===== config.mk =====
export PLATFORM = sky130hd
export DESIGN_NAME = dp_link_training_controller_top
export DESIGN_NICKNAME = d
export VERILOG_FILES = /design/src/rtl/core/dltc_pkg.sv /design/src/rtl/core/dp_link_training_controller_top.sv
export SDC_FILE = /design/constraint.sdc
export NUM_CORES = 1
export LEC_CHECK = 0
export BUFFER_PORTS_ARGS = -buffer_cell sky130_fd_sc_hd__buf_2
export CORE_UTILIZATION = 25
export DETAILED_ROUTE_END_ITERATION = 16
export PLACE_DENSITY = 0.58
export SYNTH_ARGS = -nofsm -noshare
export SYNTH_HDL_FRONTEND = slang
export SYNTH_SLANG_ARGS = --single-unit

===== constraint.sdc =====
create_clock -name i_clk -period 4.5 [get_ports i_clk]
set_input_delay 0.675 -clock i_clk [delete_from_list [all_inputs] [get_ports i_clk]]
set_output_delay 0.675 -clock i_clk [all_outputs]
set_load 0.05 [all_outputs]

===== src/rtl/core/dltc_pkg.sv =====
package dltc_pkg;

    // configuration port
    localparam int unsigned ADDR_W = 4;
    localparam int unsigned DATA_W = 32;

    typedef enum logic [1:0] {
        REG_ACTIVE_LANES = 2'd0,
        REG_DRIVE_TABLE  = 2'd1,
        REG_TPS3_ENABLE  = 2'd2
    } t_reg_idx;

    // register reset values
    localparam logic [2:0] ACTIVE_LANES_RST = 3'd4;
    localparam logic       DRIVE_TABLE_RST  = 1'b1;
    localparam logic       TPS3_ENABLE_RST  = 1'b0;

    // request kinds
    localparam logic KIND_START = 1'b0;
    localparam logic KIND_POLL  = 1'b1;

    // training patterns
    localparam logic [1:0] PAT_OFF = 2'd0;
    localparam logic [1:0] PAT_1   = 2'd1;
    localparam logic [1:0] PAT_2   = 2'd2;
    localparam logic [1:0] PAT_3   = 2'd3;

    // status codes
    localparam logic [1:0] STAT_IDLE  = 2'd0;
    localparam logic [1:0] STAT_TRAIN = 2'd1;
    localparam logic [1:0] STAT_PASS  = 2'd2;
    localparam logic [1:0] STAT_FAIL  = 2'd3;

    // lane status masks
    localparam logic [15:0] CR_MASK_1 = 16'h0001;
    localparam logic [15:0] CR_MASK_2 = 16'h0011;
    localparam logic [15:0] CR_MASK_4 = 16'h1111;
    localparam logic [15:0] EQ_MASK_1 = 16'h0007;
    localparam logic [15:0] EQ_MASK_2 = 16'h0077;
    localparam logic [15:0] EQ_MASK_4 = 16'h7777;

    // retry limits
    localparam logic [2:0] REPEAT_LIMIT = 3'd4;
    localparam logic [2:0] EQ_TRY_LIMIT = 3'd5;

    typedef enum logic [2:0] {
        PH_IDLE = 3'd0,
        PH_CR   = 3'd1,
        PH_EQ   = 3'd2,
        PH_PASS = 3'd3,
        PH_FAIL = 3'd4
    } t_phase;

    typedef struct packed {
        logic        kind;
        logic [15:0] lane_flags;
        logic [15:0] adjust_request;
        logic        align_ok;
    } t_in_item;

    typedef struct packed {
        logic [5:0] lane_set;
        logic       drive_valid;
        logic [3:0] drive_select;
        logic [1:0] pattern;
        logic [1:0] status;
    } t_out_item;

    typedef struct packed {
        logic [1:0] swing;
        logic [1:0] emph;
    } t_levels;

    typedef struct packed {
        logic       valid;
        logic [3:0] sel;
    } t_drive;

    // swing limit by emphasis, per table
    function automatic logic [1:0] swing_clamp(input logic dt, input logic [1:0] e);
        logic [1:0] c;
        case ({dt, e})
            3'd0:    c = 2'd3;
            3'd1:    c = 2'd2;
            3'd2:    c = 2'd1;
            3'd3:    c = 2'd0;
            3'd4:    c = 2'd2;
            3'd5:    c = 2'd2;
            3'd6:    c = 2'd1;
            default: c = 2'd0;
        endcase
        return c;
    endfunction

    function automatic logic [1:0] swing_limit(input logic dt);
        return dt ? 2'd2 : 2'd3;
    endfunction

    function automatic logic [1:0] emph_limit(input logic dt);
        return (dt == 1'b0) ? 2'd3 : 2'd3;
    endfunction

    // all active lanes show the masked bits; lane counts other than 1, 2 and 4 check nothing
    function automatic logic lanes_match(input logic [2:0] lc, input logic [15:0] st,
                                         input logic [15:0] m1, input logic [15:0] m2,
                                         input logic [15:0] m4);
        logic ok;
        case (lc)
            3'd1:    ok = ((st & m1) == m1);
            3'd2:    ok = ((st & m2) == m2);
            3'd4:    ok = ((st & m4) == m4);
            default: ok = 1'b1;
        endcase
        return ok;
    endfunction

    // maximum of the request over lanes 0-1, or all four lanes when 4 are active, then swing clamp
    function automatic t_levels apply_request(input logic [2:0] lc, input logic dt,
                                              input logic [15:0] req);
        t_levels    lv;
        logic [1:0] s;
        logic [1:0] e;
        logic [1:0] c;
        s = 2'd0;
        e = 2'd0;
        for (int i = 0; i < 4; i++) begin
            if (i < 2 || lc == 3'd4) begin
                if (req[4*i +: 2] > s) s = req[4*i +: 2];
                if (req[4*i+2 +: 2] > e) e = req[4*i+2 +: 2];
            end
        end
        c = swing_clamp(dt, e);
        if (s > c) s = c;
        lv.swing = s;
        lv.emph  = e;
        return lv;
    endfunction

    // buffer drive select lookup
    function automatic t_drive drive_map(input logic dt, input logic [1:0] s,
                                         input logic [1:0] e);
        t_drive d;
        d.valid = 1'b1;
        d.sel   = 4'd0;
        case ({s, e})
            4'd0:    d.sel = 4'd0;
            4'd1:    d.sel = 4'd1;
            4'd2:    d.sel = 4'd2;
            4'd3:    d.sel = 4'd3;
            4'd4:    d.sel = 4'd4;
            4'd5:    d.sel = 4'd5;
            4'd6:    d.sel = 4'd6;
            4'd8:    d.sel = 4'd7;
            4'd9:    d.sel = 4'd8;
            4'd12: begin
                d.valid = ~dt;
                d.sel   = dt ? 4'd0 : 4'd9;
            end
            default: d.valid = 1'b0;
        endcase
        return d;
    endfunction

endpackage


===== src/rtl/core/dp_link_training_controller_top.sv =====
// channel   direction  signals                                    payload
// request   in         i_in_valid / o_in_ready                    i_in_data  (t_in_item)
// result    out        o_out_valid / i_out_ready                  o_out_data (t_out_item)
// config    in/out     psel penable pwrite paddr pwdata prdata pready
//
// each request is decided combinationally from the training state; its result is
// loaded into the output register at the accepting edge, one request per cycle unless the output stalls.
// a new request is taken whenever the output register is empty or being drained.
// synchronous active-low reset: phase idle, levels and counters zero,
// active lanes 4, drive_table 1, tps3_enable 0. pready is always high.
module dp_link_training_controller_top (
    input  logic                        i_clk,
    input  logic                        i_rst_n,
    input  logic                        i_in_valid,
    output logic                        o_in_ready,
    input  dltc_pkg::t_in_item          i_in_data,
    output logic                        o_out_valid,
    input  logic                        i_out_ready,
    output dltc_pkg::t_out_item         o_out_data,
    input  logic                        psel,
    input  logic                        penable,
    input  logic                        pwrite,
    input  logic [dltc_pkg::ADDR_W-1:0] paddr,
    input  logic [dltc_pkg::DATA_W-1:0] pwdata,
    output logic [dltc_pkg::DATA_W-1:0] prdata,
    output logic                        pready
);
    import dltc_pkg::*;

    logic [2:0]  r_active_lanes;
    logic        r_drive_table;
    logic        r_tps3_enable;

    t_phase      r_phase,      n_phase;
    logic [1:0]  r_swing,      n_swing;
    logic [1:0]  r_emph,       n_emph;
    logic        r_swing_max,  n_swing_max;
    logic        r_emph_max,   n_emph_max;
    logic [15:0] r_stored,     n_stored;
    logic [2:0]  r_repeat,     n_repeat;
    logic [2:0]  r_eq_tries,   n_eq_tries;

    logic        r_out_valid;
    t_out_item   r_out_data;
    t_out_item   n_out_data;

    logic        in_fire;
    logic        cfg_wr;
    t_reg_idx    cfg_idx;
    logic        cr_done;
    logic        eq_done;
    logic        same_req;
    logic [2:0]  rep_inc;
    logic [2:0]  try_inc;
    t_levels     lv_req;
    t_levels     lv_stored;
    t_drive      drv;
    logic [1:0]  eq_pat;

    assign pready     = 1'b1;
    assign o_in_ready = ~r_out_valid | i_out_ready;
    assign in_fire    = i_in_valid & o_in_ready;
    assign cfg_wr     = psel & penable & pwrite;
    assign cfg_idx    = t_reg_idx'(paddr[3:2]);

    // configuration write
    always_ff @(posedge i_clk) begin
        if (!i_rst_n) begin
            r_active_lanes <= ACTIVE_LANES_RST;
            r_drive_table  <= DRIVE_TABLE_RST;
            r_tps3_enable  <= TPS3_ENABLE_RST;
        end else if (cfg_wr) begin
            case (cfg_idx)
                REG_ACTIVE_LANES: r_active_lanes <= pwdata[2:0];
                REG_DRIVE_TABLE:  r_drive_table  <= pwdata[0];
                REG_TPS3_ENABLE:  r_tps3_enable  <= pwdata[0];
                default: ;
            endcase
        end
    end

    // configuration read
    always_comb begin
        prdata = '0;
        case (cfg_idx)
            REG_ACTIVE_LANES: prdata = DATA_W'(r_active_lanes);
            REG_DRIVE_TABLE:  prdata = DATA_W'(r_drive_table);
            REG_TPS3_ENABLE:  prdata = DATA_W'(r_tps3_enable);
            default:          prdata = '0;
        endcase
    end

    // request decode
    assign cr_done   = lanes_match(r_active_lanes, i_in_data.lane_flags,
                                   CR_MASK_1, CR_MASK_2, CR_MASK_4);
    assign eq_done   = lanes_match(r_active_lanes, i_in_data.lane_flags,
                                   EQ_MASK_1, EQ_MASK_2, EQ_MASK_4);
    assign same_req  = (i_in_data.adjust_request == r_stored);
    assign rep_inc   = r_repeat + 3'd1;
    assign try_inc   = r_eq_tries + 3'd1;
    assign lv_req    = apply_request(r_active_lanes, r_drive_table, i_in_data.adjust_request);
    assign lv_stored = apply_request(r_active_lanes, r_drive_table, r_stored);
    assign eq_pat    = r_tps3_enable ? PAT_3 : PAT_2;

    // next training state
    always_comb begin
        n_phase     = r_phase;
        n_swing     = r_swing;
        n_emph      = r_emph;
        n_swing_max = r_swing_max;
        n_emph_max  = r_emph_max;
        n_stored    = r_stored;
        n_repeat    = r_repeat;
        n_eq_tries  = r_eq_tries;
        if (i_in_data.kind == KIND_START) begin
            n_phase     = PH_CR;
            n_swing     = 2'd0;
            n_emph      = 2'd0;
            n_swing_max = 1'b0;
            n_emph_max  = 1'b0;
            n_stored    = 16'd0;
            n_repeat    = 3'd0;
            n_eq_tries  = 3'd0;
        end else begin
            case (r_phase)
                PH_CR: begin
                    if (cr_done) begin
                        // levels come from the last stored request, flags recomputed
                        n_phase     = PH_EQ;
                        n_eq_tries  = 3'd0;
                        n_swing     = lv_stored.swing;
                        n_emph      = lv_stored.emph;
                        n_swing_max = (lv_stored.swing == swing_limit(r_drive_table));
                        n_emph_max  = (lv_stored.emph == emph_limit(r_drive_table));
                    end else begin
                        n_repeat = same_req ? rep_inc : 3'd0;
                        n_stored = i_in_data.adjust_request;
                        if (same_req && rep_inc > REPEAT_LIMIT) begin
                            n_phase = PH_FAIL;
                        end else if (r_swing_max) begin
                            n_phase = PH_FAIL;
                        end else begin
                            n_swing     = lv_req.swing;
                            n_emph      = lv_req.emph;
                            n_swing_max = r_swing_max |
                                          (lv_req.swing == swing_limit(r_drive_table));
                            n_emph_max  = r_emph_max |
                                          (lv_req.emph == emph_limit(r_drive_table));
                        end
                    end
                end
                PH_EQ: begin
                    if (!cr_done) begin
                        n_phase = PH_FAIL;
                    end else if (eq_done && i_in_data.align_ok) begin
                        n_phase = PH_PASS;
                    end else begin
                        n_eq_tries = try_inc;
                        if (try_inc > EQ_TRY_LIMIT) begin
                            n_phase = PH_FAIL;
                        end else begin
                            n_swing     = lv_req.swing;
                            n_emph      = lv_req.emph;
                            n_swing_max = r_swing_max |
                                          (lv_req.swing == swing_limit(r_drive_table));
                            n_emph_max  = r_emph_max |
                                          (lv_req.emph == emph_limit(r_drive_table));
                        end
                    end
                end
                default: ;
            endcase
        end
    end

    // result fields from the new state
    assign drv = drive_map(r_drive_table, n_swing, n_emph);

    always_comb begin
        n_out_data.lane_set     = {n_emph_max, n_emph, n_swing_max, n_swing};
        n_out_data.drive_valid  = drv.valid;
        n_out_data.drive_select = drv.valid ? drv.sel : 4'd0;
        case (n_phase)
            PH_CR: begin
                n_out_data.pattern = PAT_1;
                n_out_data.status  = STAT_TRAIN;
            end
            PH_EQ: begin
                n_out_data.pattern = eq_pat;
                n_out_data.status  = STAT_TRAIN;
            end
            PH_PASS: begin
                n_out_data.pattern = PAT_OFF;
                n_out_data.status  = STAT_PASS;
            end
            PH_FAIL: begin
                n_out_data.pattern = PAT_OFF;
                n_out_data.status  = STAT_FAIL;
            end
            default: begin
                n_out_data.pattern = PAT_OFF;
                n_out_data.status  = STAT_IDLE;
            end
        endcase
    end

    // training state registers
    always_ff @(posedge i_clk) begin
        if (!i_rst_n) begin
            r_phase     <= PH_IDLE;
            r_swing     <= 2'd0;
            r_emph      <= 2'd0;
            r_swing_max <= 1'b0;
            r_emph_max  <= 1'b0;
            r_stored    <= 16'd0;
            r_repeat    <= 3'd0;
            r_eq_tries  <= 3'd0;
        end else if (in_fire) begin
            r_phase     <= n_phase;
            r_swing     <= n_swing;
            r_emph      <= n_emph;
            r_swing_max <= n_swing_max;
            r_emph_max  <= n_emph_max;
            r_stored    <= n_stored;
            r_repeat    <= n_repeat;
            r_eq_tries  <= n_eq_tries;
        end
    end

    // result register
    always_ff @(posedge i_clk) begin
        if (!i_rst_n) begin
            r_out_valid <= 1'b0;
        end else if (in_fire) begin
            r_out_valid <= 1'b1;
        end else if (i_out_ready) begin
            r_out_valid <= 1'b0;
        end
    end

    always_ff @(posedge i_clk) begin
        if (in_fire) begin
            r_out_data <= n_out_data;
        end
    end

    assign o_out_valid = r_out_valid;
    assign o_out_data  = r_out_data;

endmodule


After elaboration in Yosys (flattened, before gate mapping)
Index checks and enable logic that the tools add are counted.

storage, ports and cells
  flip-flop bits (word level) = 52
  bits of input ports = 77
  output and inout bits = 50
  logic and storage cells = 201

operators by class
  eq/ne operators = 46
  reductions and logical operators = 17
  bitwise operators = 8
  order comparisons = 20
  muxes and demuxes = 91
  add/sub/neg operators = 2

operators with widths
  kind                                                number
  two-way mux 2 bit                                   40
  two-way mux 16 bit                                  3
  two-way mux 3 bit                                   15
  one-hot mux 4 bit (9 select lines)                  1
  > comparator 2 bit                                  14
  == test 3 bit, second input constant                9
  == test 3 x 2 -> 1 bit, second input constant       6
  two-way mux 1 bit                                   18
  == test 16 bit                                      1
  == test 4 bit, second input constant                4
  one-hot mux 4 bit (4 select lines)                  1
  == test 3 x 1 -> 1 bit, second input constant       5
  == test 12 bit, second input constant               1
  == test 4 x 3 -> 1 bit, second input constant       3
  one-hot mux 2 bit (3 select lines)                  2
  one-hot mux 3 bit (2 select lines)                  2
  != test 3 bit, second input constant                3
  one-hot mux 3 bit (3 select lines)                  1
  OR reduction 9 bit                                  1
  == test 2 bit, second input constant                4
  == test 4 x 2 -> 1 bit, second input constant       2
  > comparator 2 x 1 -> 1 bit, second input constant  4
  one-hot mux 2 bit (2 select lines)                  2
  adder 3 x 1 -> 3 bit, second input constant         2
  other kinds (24)                                    40

Depth between registers and ports, before layout
  word-level depth = 23
  mapped depth = 26
  depth with buffers taken out = 25

Worst setup path after synthesis
No wires, ideal clock.

  kind = flip-flop to flip-flop
  start = register r_stored[3]
  end = register r_out_data, in the netlist o_out_data[6], data pin
  required time = 4.354 ns
  library setup time = 0.146 ns
  data arrival time = 4.622 ns
  stages on the path, launching flop included = 23
  setup slack = -0.267 ns
  buffers on the path = 1
  cell sequence = dfxtp_1 > inv_1 > ha_1 > o21ba_2 > nor3_1 > nor2_1 > ha_1 > o21ba_2 > nor3_1 > mux2_2 > ha_1 > nand2b_1 > a2111oi_0 > o21ai_0 > a22oi_1 > ha_1 > a21oi_1 > mux2i_1 > a21o_1 > o22ai_1 > buf_6 > or3_1 > a21oi_1

RTL lines
  item                      line                                    RTL
  start: declaration        dp_link_training_controller_top.sv:39   logic [15:0] r_stored, n_stored;
  start signal: assignment  dp_link_training_controller_top.sv:224  r_stored <= n_stored;
  end signal: assignment    dp_link_training_controller_top.sv:243  r_out_data <= n_out_data;
  end: declaration          dp_link_training_controller_top.sv:44   t_out_item r_out_data;

Worst setup path in the final report
  start = register r_stored[3]
  end = register r_out_data, in the netlist o_out_data[6], data pin

between the ends
  cells in the longest elaborated chain, start to end = 21
  elaborated cells between the ends (all ways) = 44
  those cells by class = 5 x order compare; 15 x eq/ne; 18 x mux; 6 x reduce/logical

ends and longest elaborated chain
  item                                         line                                    RTL
  > comparator 2 x 1 -> 1 bit                  dltc_pkg.sv:129                         if (req[4*i+2 +: 2] > e) e = req[4*i+2 +: 2];
  two-way mux 2 bit                            dltc_pkg.sv:129
  > comparator 2 bit                           dltc_pkg.sv:129
  two-way mux 2 bit                            dltc_pkg.sv:129
  > comparator 2 bit                           dltc_pkg.sv:129
  two-way mux 2 bit                            dltc_pkg.sv:129
  two-way mux 2 bit                            dltc_pkg.sv:127                         if (i < 2 || lc == 3'd4) begin
  > comparator 2 bit                           dltc_pkg.sv:129
  [... 5 more ...]                             n/a
  > comparator 2 bit                           dltc_pkg.sv:133                         if (s > c) s = c;
  two-way mux 2 bit                            dltc_pkg.sv:133
  two-way mux 2 bit                            dp_link_training_controller_top.sv:127  if (cr_done) begin
  one-hot mux 2 bit (2 select lines)           dp_link_training_controller_top.sv:125  case (r_phase)
  two-way mux 2 bit                            dp_link_training_controller_top.sv:115  if (i_in_data.kind == KIND_START) begin
  == test 4 bit, or another cell as far along  dltc_pkg.sv:145                         case ({s, e})
  OR reduction 9 bit (no source line)          n/a
  one-hot mux 1 bit (2 select lines)           dltc_pkg.sv:145

Several ways; a longest one is shown, not always the timed one.
A chain may end at the register's enable or synchronous reset.

==> flow_metrics.tcl <==
set metrics [dict create \
    coreArea_um2 18000 \
    drive_above_1_share_pct 27.5 \
    num_vias 4143 \
    yosysMostFrequentCell "nand2_1" \
    cp-end-kind "flop" \
    ant_nets 0 \
    worstPathMaxFanout 6 \
    r2r_start "r_stored[3]$_SDFFE_PN0P_" \
    yosys_warnings 0 \
    maxCapViolations 0 \
    stdcell_count 902 \
    antennaDiodeCount 0 \
    grt_overflow 0 \
    cts_tree "yes" \
    power_mw 1.64 \
    cp.arrival_ns 4.97 \
    ys_seq_elements 52 \
    placedCellCount 881 \
    outcome "complete, but fails checks" \
    synth_area_leaders "dfxtp_1 16%, ha_1 12%, edfxtp_1 9.8%, nand2_1 5.3%, buf_4 5.3%" \
    worst-setup-path-type "reg2reg" \
    gp_routability_congestion 0.820 \
    grt_pass1_wl_mm 18.6 \
    finalSetupViolations 9 \
    htree_levels 2 \
    finalClockSkew_ns 0.0101 \
    synth_top_area_share_pct 16.2 \
    dieArea_um2 18800 \
    cts_buffers 5 \
    grt_usage_pct 12.4 \
    io_pins 127 \
    clk_pin_slew_ns 0.08 \
    dp_hpwl_mm 8.44 \
    dr.pass1.iters 4 \
    place_ws_ns -0.453 \
    port_buffers 61 \
    synth-seq-area-share_pct 26.0 \
    syn_area_per_cell_um2 8.09 \
    synth_flop_cell "dfxtp_1" \
    worst_pin_slew_ns 0.976 \
    nNetsFinal 794 \
    initial_utilization_pct 25.5 \
    die_h_um 137 \
    drc 0 \
    period_share_pct 107 \
    synth.distinct_cells 69 \
    rsz0062_at_grt "yes" \
    synth_area_um2 4570 \
    cts_root_buf "clkbuf_16" \
    clk_path_buf_depth 2 \
    clock.fmax_mhz 208 \
    layout_setup_ws_ns -0.303 \
    ys_top_cells_by_count "65 x nand2_1, 45 x ha_1, 45 x inv_1" \
    finalMaxSlewViolations 0 \
    wl_per_cell_um 12.9 \
    fin_setup_tns_ns -1.37 \
    synthToLayoutAreaGrowth_pct 27.5 \
    dieWidth_um 137 \
    slew_headroom_pct 34.9 \
    grt_pass1_vias 3887 \
    antenna_found_initial 0 \
    viasPerCell 4.59 \
    cts_num_sinks 52 \
    reg2regPathDepth 22 \
    finalHoldViolCount 0 \
    min_period_ns 4.80 \
    peakVddDrop_mv 0.151 \
    r2r_end "o_out_data[6]$_SDFFCE_PN0P_" \
    drt_iter0_drc 137 \
    cp-start-kind "flop" \
    wl_mm 11.7 \
    synth_area_leader_cell "dfxtp_1" \
    synth-edff-count 15 \
    r2r_setup_slack_ns -0.30 \
    async_reset_ff_share_pct 0 \
    grt_max_degree 39 \
    clock_latency_ns 0.31 \
    leakage_nw 2.53 \
    p_per_area_nw_per_um2 281 \
    cp.required_ns 4.67 \
    synthCells 565 \
    whs_path_depth 2 \
    min_to "r_repeat[1]$_SDFFE_PN0P_" \
    hold_class "reg2reg" \
    min_from "r_repeat[1]$_SDFFE_PN0P_" \
    rows 49 \
    utilization_pct 32.5 \
    violations "negative setup slack" \
]
worst max-delay path by stage:
stage                             start                     endpoint  slack (ns)  depth (start not counted)
3_5_place_dp               i_in_data[2]  o_out_data[6]$_SDFFCE_PN0P_       -0.45                         26
2_1_floorplan  r_stored[7]$_SDFFE_PN0P_  o_out_data[6]$_SDFFCE_PN0P_       -0.08                         22
6_report       r_stored[3]$_SDFFE_PN0P_  o_out_data[6]$_SDFFCE_PN0P_       -0.30                         22
3_3_place_gp               i_in_data[2]  o_out_data[5]$_SDFFCE_PN0P_       -0.39                         26
4_1_cts        r_stored[7]$_SDFFE_PN0P_  o_out_data[6]$_SDFFCE_PN0P_       -0.27                         22
5_1_grt        r_stored[3]$_SDFFE_PN0P_  o_out_data[6]$_SDFFCE_PN0P_       -0.47                         22
flip-flops by register name, indices dropped and copies added (netlist names):
signal / cells
r_drive_table: 1
o_out_data: 15
r_swing_max: 1
r_tps3_enable: 1
r_emph: 2
r_phase: 3
r_stored: 16
o_out_valid: 1
r_repeat: 3
r_swing: 2
r_eq_tries: 3
r_active_lanes: 3
r_emph_max: 1
layout make-up:
cell class,count,area [um2]
clock buffers,5,125
clock inverters,3,28.8
fillers,1902,12100
inverters,46,173
multi-input cells,440,3200
flip-flops and latches,52,1190
well taps,229,287
repair buffers,127,821
kinds of logic after synthesis:
kind of cell | after synthesis | share of synthesized area, %
adder cells (fa/ha/maj) | 45 | 12.3
flip-flops | 52 | 26.0
buffers and inverters | 101 | 11.3
AND/OR/NAND/NOR | 192 | 21.6
AO/OA/AOI/OAI | 139 | 21.7
multiplexers | 12 | 2.65
XOR/XNOR | 22 | 4.21
other | 2 | 0.164
routing by layer:
| layer | track usage (%) | wire, um | up-vias |
|---|---|---|---|
| met4 | 3.24 | 121 | 0 |
| met5 | 0 | 0 | - |
| li1 | - | - | 2154 |
| met2 | 22.1 | 5590 | 85 |
| met1 | 15.5 | 5430 | 1897 |
| met3 | 1.95 | 517 | 7 |
critical path, cell delays in order, from the launching register on:
cell and delay [ns]:
dfxtp_2 0.34, inv_2 0.05, ha_4 0.24, o21ba_4 0.23, o21ba_4 0.23, nor2_4 0.13
ha_4 0.21, nor2b_4 0.14, nor3_4 0.18, mux2_4 0.33, ha_4 0.28, nand2b_4 0.06
a2111oi_4 0.32, o21ai_2 0.13, a22oi_2 0.23, ha_1 0.28, a21oi_2 0.15, mux2i_1 0.26
a21o_1 0.19, o22ai_4 0.09, buf_12 0.14, or3_4 0.36, a21oi_2 0.13
where the power goes:
group | internal, mW | total [mW] | switching, mW
sequential | 0.506 | 0.520 | 0.0137
combinational | 0.307 | 0.703 | 0.396
clock | 0.215 | 0.418 | 0.203
per-stage QoR:
stage | hold slack [ns] | area, um2
global placement | 0.469 | 5410
floorplan | 0.444 | 4750
global route | 0.508 | 5830
detailed placement | 0.480 | 5410
finish | 0.487 | 5830
CTS | 0.492 | 5720
timing repair:
item | 4_1_cts | 5_1_grt
buffers inserted | 11 | 2
endpoints found under the setup margin | 9 | 9
hold buffers | 0 | 0
resized for setup | 18 | 15
pin swaps | 13 | 19
layout by cell type (no fill, tap or decap), types with 4 or more instances in the layout:
master     synthesis  routed
a211oi_1           5       5
a21boi_0          24      24
a21oi_1           22      18
a21oi_2            1       5
a31oi_1            9       5
a31oi_2            0       4
and2_1             7       7
and3_1             7       7
buf_2              2      61
buf_4             32      63
clkbuf_16          0       5
conb_1             2      30
dfxtp_1           37      34
edfxtp_1          15      15
ha_1              45      42
inv_1             45      43
mux2i_1           11      11
nand2_1           65      65
nand2b_1           9       8
nand3_1           28      28
nand3b_1           5       5
nand4_1            9       9
nor2_1            21      20
nor2b_1           10       8
nor3_1            10       8
nor3b_1            4       4
o211ai_1           7       7
o21ai_0           21      19
o21bai_1           7       6
or3_1              7       6
xnor2_1           19      19
Power figures use the tool's default switching activity.
